### src/hw/rtl/wildcard_read_deduplicator_defines.svh
// assertion macros shared by the deduplicator rtl
// expects clk and arst_n in the scope of the module that uses them
`ifndef WILDCARD_READ_DEDUPLICATOR_DEFINES_SVH
`define WILDCARD_READ_DEDUPLICATOR_DEFINES_SVH

// same-cycle implication, checked outside reset
`define WDR_ASSERT_IMP(lbl, ante, cons, msg) \
	lbl: assert property (@(posedge clk) disable iff (!arst_n) (ante) |-> (cons)) \
		else $error(msg);

// next-cycle implication, checked outside reset
`define WDR_ASSERT_NXT(lbl, ante, cons, msg) \
	lbl: assert property (@(posedge clk) disable iff (!arst_n) (ante) |=> (cons)) \
		else $error(msg);

`endif

### src/hw/rtl/wdr_pkg.sv
// types and constants of the wildcard read deduplicator
// no dependencies
package wdr_pkg;

	localparam int unsigned BASE_W  = 3;
	localparam int unsigned ID_W    = 16;
	localparam int unsigned NCNT_W  = 9;
	localparam logic [NCNT_W-1:0] N_SAT = 9'd256;
	localparam logic [NCNT_W-1:0] N_LIMIT_RST = 9'd256;

	// result codes
	typedef enum logic [2:0] {
		ST_NEW      = 3'd0,
		ST_DUP      = 3'd1,
		ST_MANY_N   = 3'd2,
		ST_FULL     = 3'd3,
		ST_TOO_LONG = 3'd4
	} status_t;

	// one base travelling down the cell chain, with the running search result
	typedef struct packed {
		logic              valid;
		logic              last;
		logic [BASE_W-1:0] base;
		logic              found;
		logic [ID_W-1:0]   matched;
	} tok_t;

	// codes 4 to 7 all count as the N wildcard
	function automatic logic is_wild(input logic [BASE_W-1:0] b);
		return b[BASE_W-1];
	endfunction

endpackage

### src/hw/rtl/wdr_ram.sv
// generic single-write, single-read ram with registered read data
// no dependencies
module wdr_ram #(
	parameter int WIDTH = 3,
	parameter int DEPTH = 256,
	localparam int AW = (DEPTH > 1) ? $clog2(DEPTH) : 1
) (
	input  logic             clk,
	input  logic             we,
	input  logic [AW-1:0]    waddr,
	input  logic [WIDTH-1:0] wdata,
	input  logic [AW-1:0]    raddr,
	output logic [WIDTH-1:0] rdata
);

	logic [WIDTH-1:0] mem_q [DEPTH];

	always_ff @(posedge clk) begin
		if (we) begin
			mem_q[waddr] <= wdata;
		end
		rdata <= mem_q[raddr];
	end

endmodule

### src/hw/rtl/wdr_cell.sv
// one slot of the read table: stored bases, length, id and match flag
// depends on wdr_pkg and wdr_ram
module wdr_cell #(
	parameter int MAX_LEN = 256,
	localparam int PW = $clog2(MAX_LEN + 2),
	localparam int LW = $clog2(MAX_LEN + 1)
) (
	input  logic                     clk,
	input  logic                     arst_n,
	input  wdr_pkg::tok_t            tok_in,
	input  logic [PW-1:0]            pos_in,
	input  logic                     fill_sel,
	input  logic                     store_en,
	input  logic [LW-1:0]            store_len,
	input  logic [wdr_pkg::ID_W-1:0] store_id,
	output wdr_pkg::tok_t            tok_out,
	output logic [PW-1:0]            pos_out
);

	localparam int AW = (MAX_LEN > 1) ? $clog2(MAX_LEN) : 1;

	wdr_pkg::tok_t                tok_s1;
	logic [PW-1:0]                pos_s1;
	logic                         stored_q;
	logic                         match_q;
	logic [LW-1:0]                len_q;
	logic [wdr_pkg::ID_W-1:0]     id_q;
	logic [wdr_pkg::BASE_W-1:0]   rd_base;
	logic                         in_range_in;
	logic                         in_range;
	logic                         base_ok;
	logic                         match_now;
	logic                         hit;

	assign in_range_in = pos_in < PW'(MAX_LEN);

	// bases of the read in flight land in the next free slot
	wdr_ram #(
		.WIDTH (wdr_pkg::BASE_W),
		.DEPTH (MAX_LEN)
	) u_bases (
		.clk   (clk),
		.we    (tok_in.valid && fill_sel && in_range_in),
		.waddr (pos_in[AW-1:0]),
		.wdata (tok_in.base),
		.raddr (pos_in[AW-1:0]),
		.rdata (rd_base)
	);

	always_comb begin
		in_range  = pos_s1 < PW'(MAX_LEN);
		base_ok   = (rd_base == tok_s1.base) || wdr_pkg::is_wild(rd_base)
			|| wdr_pkg::is_wild(tok_s1.base);
		match_now = match_q && (pos_s1 < PW'(len_q)) && base_ok;
		hit       = stored_q && tok_s1.last && in_range && match_now
			&& (PW'(len_q) == pos_s1 + PW'(1));
		tok_out         = tok_s1;
		tok_out.found   = tok_s1.found || hit;
		tok_out.matched = tok_s1.found ? tok_s1.matched : id_q;
		pos_out         = pos_s1;
	end

	always_ff @(posedge clk or negedge arst_n) begin
		if (!arst_n) begin
			tok_s1   <= '0;
			stored_q <= 1'b0;
			match_q  <= 1'b1;
		end else begin
			tok_s1 <= tok_in;
			if (store_en && fill_sel) begin
				stored_q <= 1'b1;
			end
			if (tok_s1.valid) begin
				if (tok_s1.last) begin
					match_q <= 1'b1;
				end else if (in_range) begin
					match_q <= match_now;
				end
			end
		end
	end

	always_ff @(posedge clk) begin
		pos_s1 <= pos_in;
		if (store_en && fill_sel) begin
			len_q <= store_len;
			id_q  <= store_id;
		end
	end

endmodule

### config.mk
export PLATFORM = sky130hd
export DESIGN_NAME = wdr_cell
export DESIGN_NICKNAME = d
export VERILOG_FILES = /design/src/hw/rtl/wildcard_read_deduplicator_defines.svh /design/src/hw/rtl/wdr_pkg.sv /design/src/hw/rtl/wdr_ram.sv /design/src/hw/rtl/wdr_cell.sv
export SDC_FILE = /design/constraint.sdc
export NUM_CORES = 1
export LEC_CHECK = 0
export BUFFER_PORTS_ARGS = -buffer_cell sky130_fd_sc_hd__buf_4
export CAP_MARGIN = 20
export CORE_MARGIN = 8
export CORE_UTILIZATION = 51
export CTS_CLUSTER_SIZE = 12
export DETAILED_ROUTE_END_ITERATION = 7
export GPL_TIMING_DRIVEN = 0
export PLACE_DENSITY_LB_ADDON = 0.12
export SLEW_MARGIN = 40
export SYNTH_ARGS = -nofsm -noshare
export SYNTH_HDL_FRONTEND = slang
export SYNTH_SLANG_ARGS = --single-unit
### constraint.sdc
create_clock -name clk -period 1.91 [get_ports clk]
set_input_delay 0.0955 -clock clk [delete_from_list [all_inputs] [get_ports clk]]
set_output_delay 0.0955 -clock clk [all_outputs]
set_load 0.05 [all_outputs]
==> results of run 1 <==
## timing repair
| item | in CTS | in global routing |
|---|---|---|
| setup buffers | 5 | 1 |
| hold buffers | 59 | 0 |
| pin swaps | 15 | 15 |
| endpoints found under the setup margin | 782 | 419 |
| cloned | 0 | 0 |
| hold endpoints to repair | 252 | 0 |
| gates resized for setup | 108 | 76 |
## routing by layer
layer	GRT usage, %	part of all wire [%]
met5	0	0
met4	6.88	2.8
met3	4.79	8.7
met2	37.1	47
met1	32.6	41
## critical path, stage by stage, from the launching register on
cell and delay, ns:
sky130_fd_sc_hd__dfxtp_4 0.37, sky130_fd_sc_hd__ha_4 0.17, sky130_fd_sc_hd__nand2_4 0.05, sky130_fd_sc_hd__nor2_4 0.12, sky130_fd_sc_hd__mux2i_1 0.20, sky130_fd_sc_hd__mux2i_1 0.08
sky130_fd_sc_hd__mux2_4 0.29, sky130_fd_sc_hd__o41ai_4 0.39, sky130_fd_sc_hd__buf_6 0.21
## state kept, by name (all words and copies together) (netlist names)
signal / count
id_q: 16
pos_out: 9
u_bases.rdata: 3
stored_q: 1
len_q: 9
tok_s1: 17
match_q: 1
tok_out: 5
u_bases.mem_q: 768
## placed cells by master (no fill, tap or decap), types with 6 or more instances in the layout
| cell type | n |
|---|---|
| sky130_fd_sc_hd__clkinv_1 | 15 |
| sky130_fd_sc_hd__ha_1 | 8 |
| sky130_fd_sc_hd__nor2b_1 | 7 |
| sky130_fd_sc_hd__clkbuf_16 | 90 |
| sky130_fd_sc_hd__a21oi_1 | 37 |
| sky130_fd_sc_hd__mux4_2 | 192 |
| sky130_fd_sc_hd__bufinv_16 | 6 |
| sky130_fd_sc_hd__edfxtp_1 | 793 |
| sky130_fd_sc_hd__nand2_2 | 14 |
| sky130_fd_sc_hd__dfrtp_1 | 22 |
| sky130_fd_sc_hd__clkinv_2 | 9 |
| sky130_fd_sc_hd__clkbuf_2 | 13 |
| sky130_fd_sc_hd__clkbuf_8 | 12 |
| sky130_fd_sc_hd__mux2_2 | 16 |
| sky130_fd_sc_hd__clkbuf_4 | 17 |
| sky130_fd_sc_hd__buf_6 | 7 |
| sky130_fd_sc_hd__xor2_1 | 7 |
| sky130_fd_sc_hd__a21oi_2 | 14 |
| sky130_fd_sc_hd__clkbuf_1 | 54 |
| sky130_fd_sc_hd__buf_8 | 11 |
| sky130_fd_sc_hd__inv_1 | 10 |
| sky130_fd_sc_hd__a22oi_1 | 75 |
| sky130_fd_sc_hd__dlygate4sd3_1 | 58 |
| sky130_fd_sc_hd__buf_4 | 110 |
| sky130_fd_sc_hd__dfxtp_4 | 6 |
| sky130_fd_sc_hd__nor4_2 | 8 |
| sky130_fd_sc_hd__nand3_1 | 10 |
| sky130_fd_sc_hd__nand2_1 | 16 |
| sky130_fd_sc_hd__a22oi_2 | 21 |
| sky130_fd_sc_hd__buf_12 | 9 |
| sky130_fd_sc_hd__nor2_1 | 226 |
| sky130_fd_sc_hd__nand2b_1 | 7 |
| sky130_fd_sc_hd__nor2_2 | 42 |
## through the flow
step | area [um2] | hold WS (ns)
floorplan | 32900 | -0.200
global placement | 34600 | 0.0157
detailed placement | 34800 | 0.0177
CTS | 38500 | 0.0841
global route | 38700 | 0.0973
finish | 38700 | 0.0848
## layout make-up
class | count | area, um2 | area share [%]
Inverter | 10 | 37.5 | 0.0969
Buffer | 110 | 913 | 2.36
Clock inverter | 33 | 323 | 0.833
Sequential cell | 829 | 24700 | 63.7
Clock buffer | 115 | 2360 | 6.08
Tap cell | 846 | 1060 | 2.73
Timing Repair Buffer | 163 | 1520 | 3.93
Multi-Input combinational cell | 753 | 7850 | 20.3
## cell families (layout without fill, tap and decap cells)
family / count (synthesis) / in the layout / synth area share, %
buffers and inverters: 124 / 431 / 1.71
and+or+nand+nor: 355 / 355 / 4.48
adders and majority gates: 10 / 10 / 0.385
DFF: 829 / 829 / 75.8
xor gates and xnor gates: 10 / 10 / 0.269
AOI/OAI and AO/OA: 165 / 165 / 3.40
muxes: 213 / 213 / 14.0
## power groups by stage
| stage | Clock (mW) | Sequential [mW] | Combinational, mW |
|---|---|---|---|
| floorplan | 0 | 20.5 | 1.21 |
| global placement | 0 | 20.5 | 2.13 |
| detailed placement | 0 | 20.4 | 2.22 |
| CTS | 16.3 | 20.1 | 2.41 |
| global route | 17.0 | 20.1 | 2.57 |
| finish | 16.1 | 20.1 | 2.44 |
## worst max-delay path by stage
stage                       endpoint  cells after the start
2_1_floorplan            tok_out[16]                      7
3_3_place_gp   u_bases.mem_q[115][1]                      7
3_5_place_dp   u_bases.mem_q[131][2]                      7
4_1_cts                  tok_out[16]                      8
5_1_grt                  tok_out[16]                      8
6_report                 tok_out[16]                      8
==> metrics.json, run 1 <==
{
  "power_and_ir_drop": {
    "power.clock.fraction_pct": 41.7,
    "seq_power_share_pct": 51.9,
    "comb_power_share_pct": 6.3,
    "power.share.switching_pct": 21.2,
    "cellPowerDensity_nw_per_um2": 997,
    "internal_power_contribution_mw": 30.4,
    "design_power_total_mw": 38.6,
    "maximum_vdd_ir_drop_uv": 768,
    "power.net_switching_mw": 8.20,
    "power_leakage_nw": 12.2
  },
  "clocking": {
    "clock_path_buffers": 3,
    "cts.clk_slew.worst_paths_ns": 0.06,
    "clk_root_buffer_cell": "sky130_fd_sc_hd__clkbuf_16",
    "clock-sinks": 829,
    "cts_inserted_buffers": 87,
    "tritoncts_clock_tree": "done",
    "clock_latency_on_the_worst_skew_pair_ns": 0.63,
    "htree_levels": 3
  },
  "drt": {
    "iter_0_drt_violations": 2043,
    "via_count": 17401,
    "residual_antenna_violating_net_count_after_detailed_routing": 0,
    "detail_routed_net_length_per_standard_cell_um": 29.2,
    "totalWireLength_um": 83400,
    "drt_drc_violations_left": 0,
    "drt_first_pass_iters": 5,
    "route.detailed.vias_per_inst": 6.09
  },
  "logic_synthesis": {
    "synth-main-ff-cell": "sky130_fd_sc_hd__edfxtp_1",
    "synth-seq-cells": 829,
    "synthDominantAreaCellType": "sky130_fd_sc_hd__edfxtp_1",
    "synthMostInstantiatedCell": "sky130_fd_sc_hd__edfxtp_1",
    "synthDistinctLibCells": 43,
    "synthCells": 1706,
    "seq_area_frac_synth_pct": 75.8,
    "synth_common_cells": "sky130_fd_sc_hd__edfxtp_1 (793), sky130_fd_sc_hd__nor2_1 (270), sky130_fd_sc_hd__mux4_2 (192)",
    "yosysTopAreaCellShare_pct": 73.2,
    "number_of_synthesized_flops_with_an_enable_pin": 793,
    "synth.yosys.warnings": 0,
    "post_synth_instance_area_um2": 32500,
    "synth-async-reset-ratio_pct": 2.90,
    "avg_synthesized_cell_area_um2": 19.1,
    "synth_fp_nets": 1776,
    "yosys-top-cells-area": "sky130_fd_sc_hd__edfxtp_1 (73%), sky130_fd_sc_hd__mux4_2 (13%), sky130_fd_sc_hd__nor2_1 (3.1%)"
  },
  "placement": {
    "dpl_worst_slack_ns": -1.58,
    "place.port_buffers": 90,
    "detailedPlacementHpwl_um": 53200,
    "gpl.final_weighted_congestion": 0.835,
    "placed_cells": 2650
  },
  "finish": {
    "layout.filler_cells": 4501,
    "diodes": 0,
    "post-route-util_pct": 61.4,
    "syn2layout_area_growth_pct": 19.1,
    "stdcell_count": 2859,
    "fin_nets": 2024,
    "drive_gt1_share_pct": 31.6
  },
  "sta": {
    "highest_clock_rate_mhz": 384,
    "grt_setup_unrepaired": "true",
    "min_period_over_period_pct": 136,
    "worst-slew-pin-transition_ns": 0.857,
    "final.setup.tns_ns": -1.66,
    "timing.final.ws_setup_ns": -0.692,
    "clock_skew_ns": 0.0213,
    "setup_viol": 4,
    "maxSlewViolCount": 0,
    "finalHoldViolations": 0,
    "min_period_ns": 2.60,
    "relSlewSlack_pct": 42.8
  },
  "die": {
    "number_of_placement_rows": 92,
    "area_of_the_die_um2": 72100,
    "coreArea_um2": 63100,
    "chipHeight_um": 269,
    "initial_utilization_pct": 51.6,
    "fp.dieW_um": 269,
    "io-pin-count": 91
  },
  "setup_path": {
    "data_arrival_time_of_the_critical_path_ns": 2.51,
    "path_max_fanout": 4,
    "worst-setup-path-type": "register to output pin",
    "sort_of_element_at_the_start_of_the_critical_path": "register",
    "worstSetupStartpoint": "pos_out[1]",
    "ff2ff_setup_slack_ns": -0.33,
    "reg2reg_to": "u_bases.rdata[0]",
    "worst-endpoint-required_ns": 1.81,
    "timing.critical_path.to_type": "output pin",
    "reg2regPathDepth": 6,
    "worstReg2RegStart": "u_bases.mem_q[107][0]"
  },
  "global_route": {
    "number_of_global_route_vias_before_repair": 17982,
    "initial_antenna_violation_count": 1,
    "grt_first_pass_wirelength_um": 121000,
    "maximum_number_of_pins_on_one_net_before_global_route_repair": 110,
    "grt_remaining_overflow": 0,
    "grt_util_all_layers_pct": 23.3
  },
  "status": {
    "run_status": "finished, violations left",
    "failed_checks": "negative setup slack"
  },
  "job": {
    "max_cap_violations": 0
  },
  "min_path": {
    "holdCritPathClass": "input pin to async pin"
  }
}
(Power assumes the default switching activity.)
==> run 2, diff against run 1 <==
- BUFFER_PORTS_ARGS: -buffer_cell sky130_fd_sc_hd__buf_4 -> not set
- CAP_MARGIN: 20 -> not set
- DONT_BUFFER_PORTS: not set -> 1
- REMOVE_ABC_BUFFERS: not set -> 1
==> run 2 against run 1 <==
- the flow finishes with violations (negative hold slack, negative setup slack)
- sequential power hardly changed
- sequential share of layout area is 3.0 points higher
- clock-buffer cell count is 2 higher
==> metrics.json, run 2 (same netlist as run 1, synthesis figures left out) <==
{
  "min_path": {
    "holdCritPathClass": "input pin to register",
    "hp-start": "tok_in[17]",
    "timing.hold.worst_endpoint": "tok_out[17]",
    "hold_depth": 0
  },
  "finish": {
    "final_common_cell": "sky130_fd_sc_hd__edfxtp_1",
    "layout.filler_cells": 4714,
    "most_frequent_cells_in_the_layout": "sky130_fd_sc_hd__edfxtp_1 (793), sky130_fd_sc_hd__nor2_1 (267), sky130_fd_sc_hd__mux4_2 (192), sky130_fd_sc_hd__clkbuf_16 (87), sky130_fd_sc_hd__a22oi_1 (63)",
    "largest_register_ffs": 768,
    "post-route-util_pct": 58.6,
    "regMostFlops": "u_bases.mem_q",
    "drive_gt1_share_pct": 24.3,
    "biggest_regs": "u_bases.mem_q (768), tok_s1 (17), id_q (16)",
    "syn2layout_area_growth_pct": 13.7,
    "fin_nets": 1822
  },
  "global_route": {
    "maximum_number_of_pins_on_one_net_before_global_route_repair": 258,
    "initial_antenna_violation_count": 0,
    "number_of_global_route_vias_before_repair": 16947,
    "grt_remaining_overflow": 0,
    "grt.busiest_layer": "met2",
    "grt_first_pass_wirelength_um": 111000,
    "grt_util_all_layers_pct": 21.1,
    "groute.layer.met1.usage_pct": 29.0,
    "globalRouteMet2Util_pct": 33.6,
    "global_route_met3_usage_pct": 4.40
  },
  "clocking": {
    "tritoncts_clock_tree": "done",
    "cts_inserted_buffers": 84,
    "clock_path_buffers": 3,
    "clock-sinks": 829,
    "clk_root_buffer_cell": "sky130_fd_sc_hd__clkbuf_16",
    "cts.clk_slew.worst_paths_ns": 0.05,
    "clock_latency_on_the_worst_skew_pair_ns": 0.62,
    "htree_levels": 3
  },
  "drt": {
    "detail_routed_net_length_per_standard_cell_um": 28.4,
    "totalWireLength_um": 75300,
    "drt_first_pass_iters": 5,
    "via_count": 16191,
    "route.detailed.vias_per_inst": 6.11,
    "drt_drc_violations_left": 0,
    "residual_antenna_violating_net_count_after_detailed_routing": 0,
    "iter_0_drt_violations": 1650
  },
  "sta": {
    "relSlewSlack_pct": 41.9,
    "highest_clock_rate_mhz": 341,
    "min_period_ns": 2.93,
    "maxSlewViolCount": 0,
    "clock_skew_ns": 0.0160,
    "final.setup.tns_ns": -1.68,
    "worst-slew-pin-transition_ns": 0.869,
    "min_period_over_period_pct": 153,
    "finalHoldViolations": 771,
    "grt_setup_unrepaired": "true",
    "setup_viol": 4,
    "timing.final.ws_setup_ns": -1.02,
    "hold_slack_ns": -0.440
  },
  "die": {
    "area_of_the_die_um2": 72100,
    "initial_utilization_pct": 51.6,
    "fp.dieW_um": 269,
    "chipHeight_um": 269,
    "coreArea_um2": 63100,
    "number_of_placement_rows": 92,
    "io-pin-count": 91
  },
  "setup_path": {
    "path_max_fanout": 2,
    "reg2regPathDepth": 5,
    "worst-endpoint-required_ns": 1.81,
    "timing.critical_path.to_type": "output pin",
    "sort_of_element_at_the_start_of_the_critical_path": "register",
    "reg2reg_to": "u_bases.rdata[0]",
    "worst-setup-path-type": "register to output pin",
    "data_arrival_time_of_the_critical_path_ns": 2.84,
    "worstReg2RegStart": "u_bases.mem_q[8][0]",
    "ff2ff_setup_slack_ns": -0.23
  },
  "placement": {
    "place.port_buffers": 0,
    "detailedPlacementHpwl_um": 40100,
    "gpl.final_weighted_congestion": 0.762
  },
  "power_and_ir_drop": {
    "power_leakage_nw": 11.3,
    "maximum_vdd_ir_drop_uv": 815,
    "design_power_total_mw": 36.8,
    "cellPowerDensity_nw_per_um2": 994
  },
  "status": {
    "failed_checks": "negative hold slack, negative setup slack",
    "run_status": "finished, violations left"
  },
  "job": {
    "max_cap_violations": 0
  }
}
run 2: power breakdown:
group / internal (mW) / leakage [nW] / switching, mW
clock network: 8.65 / 1.19 / 6.46
logic: 0.752 / 2.65 / 0.769
registers: 20.0 / 7.51 / 0.129
total: 29.4 / 11.3 / 7.36
run 2: worst max-delay path by stage:
stage | to | start | slack (ns) | depth (start not counted)
3_5_place_dp | tok_out[16] | tok_out[18] | -0.85 | 7
2_1_floorplan | tok_out[16] | pos_out[1] | -1.60 | 7
5_1_grt | tok_out[16] | tok_out[18] | -1.15 | 7
3_3_place_gp | u_bases.mem_q[202][2] | pos_in[2] | -5.66 | 3
6_report | tok_out[16] | tok_out[18] | -1.02 | 7
4_1_cts | tok_out[16] | tok_out[17] | -1.05 | 7
run 2: metal layers:
metal | wire (um) | vias up
li1 | - | 6943
met1 | 30500 | 8481
met2 | 36500 | 598
met3 | 5670 | 169
met4 | 2620 | 0
met5 | 0 | -
run 2: worst max-delay path, cell delays in order (launching register included):
cell and delay [ns]:
sky130_fd_sc_hd__dfrtp_4 0.60, sky130_fd_sc_hd__xor2_4 0.20, sky130_fd_sc_hd__o21ai_4 0.27, sky130_fd_sc_hd__nand4b_1 0.19, sky130_fd_sc_hd__a211oi_2 0.24, sky130_fd_sc_hd__a21oi_2 0.10
sky130_fd_sc_hd__o41ai_2 0.36, sky130_fd_sc_hd__buf_4 0.27
run 2: area by class of cell:
type	count	area (um2)	share of cell area, %
Antenna cell	1	2.50	0.00676
Sequential cell	829	24700	66.7
Inverter	10	37.5	0.101
Clock buffer	117	2320	6.27
Tap cell	846	1060	2.86
Multi-Input combinational cell	753	7900	21.3
Timing Repair Buffer	74	861	2.33
Clock inverter	19	138	0.372
run 2: metrics by stage:
| stage | area, um2 | hold WS, ns | instances | setup slack (ns) |
|---|---|---|---|---|
| after floorplan | 32000 | -0.200 | 1592 | -1.60 |
| after global placement | 33100 | -0.199 | 2438 | -5.66 |
| after detailed placement | 33500 | -0.199 | 2449 | -0.846 |
| after CTS | 36800 | -0.456 | 2645 | -1.05 |
| after global routing | 37000 | -0.488 | 2648 | -1.15 |
| final | 37000 | -0.440 | 2649 | -1.02 |
run 2: repair_timing:
item | 4_1_cts | 5_1_grt
setup buffers | 0 | 1
pin swaps | 30 | 11
cloned | 0 | 0
gates resized for setup | 72 | 26
hold endpoints to repair | 851 | 819
hold buffers | 60 | 2
setup endpoints to repair | 21 | 208
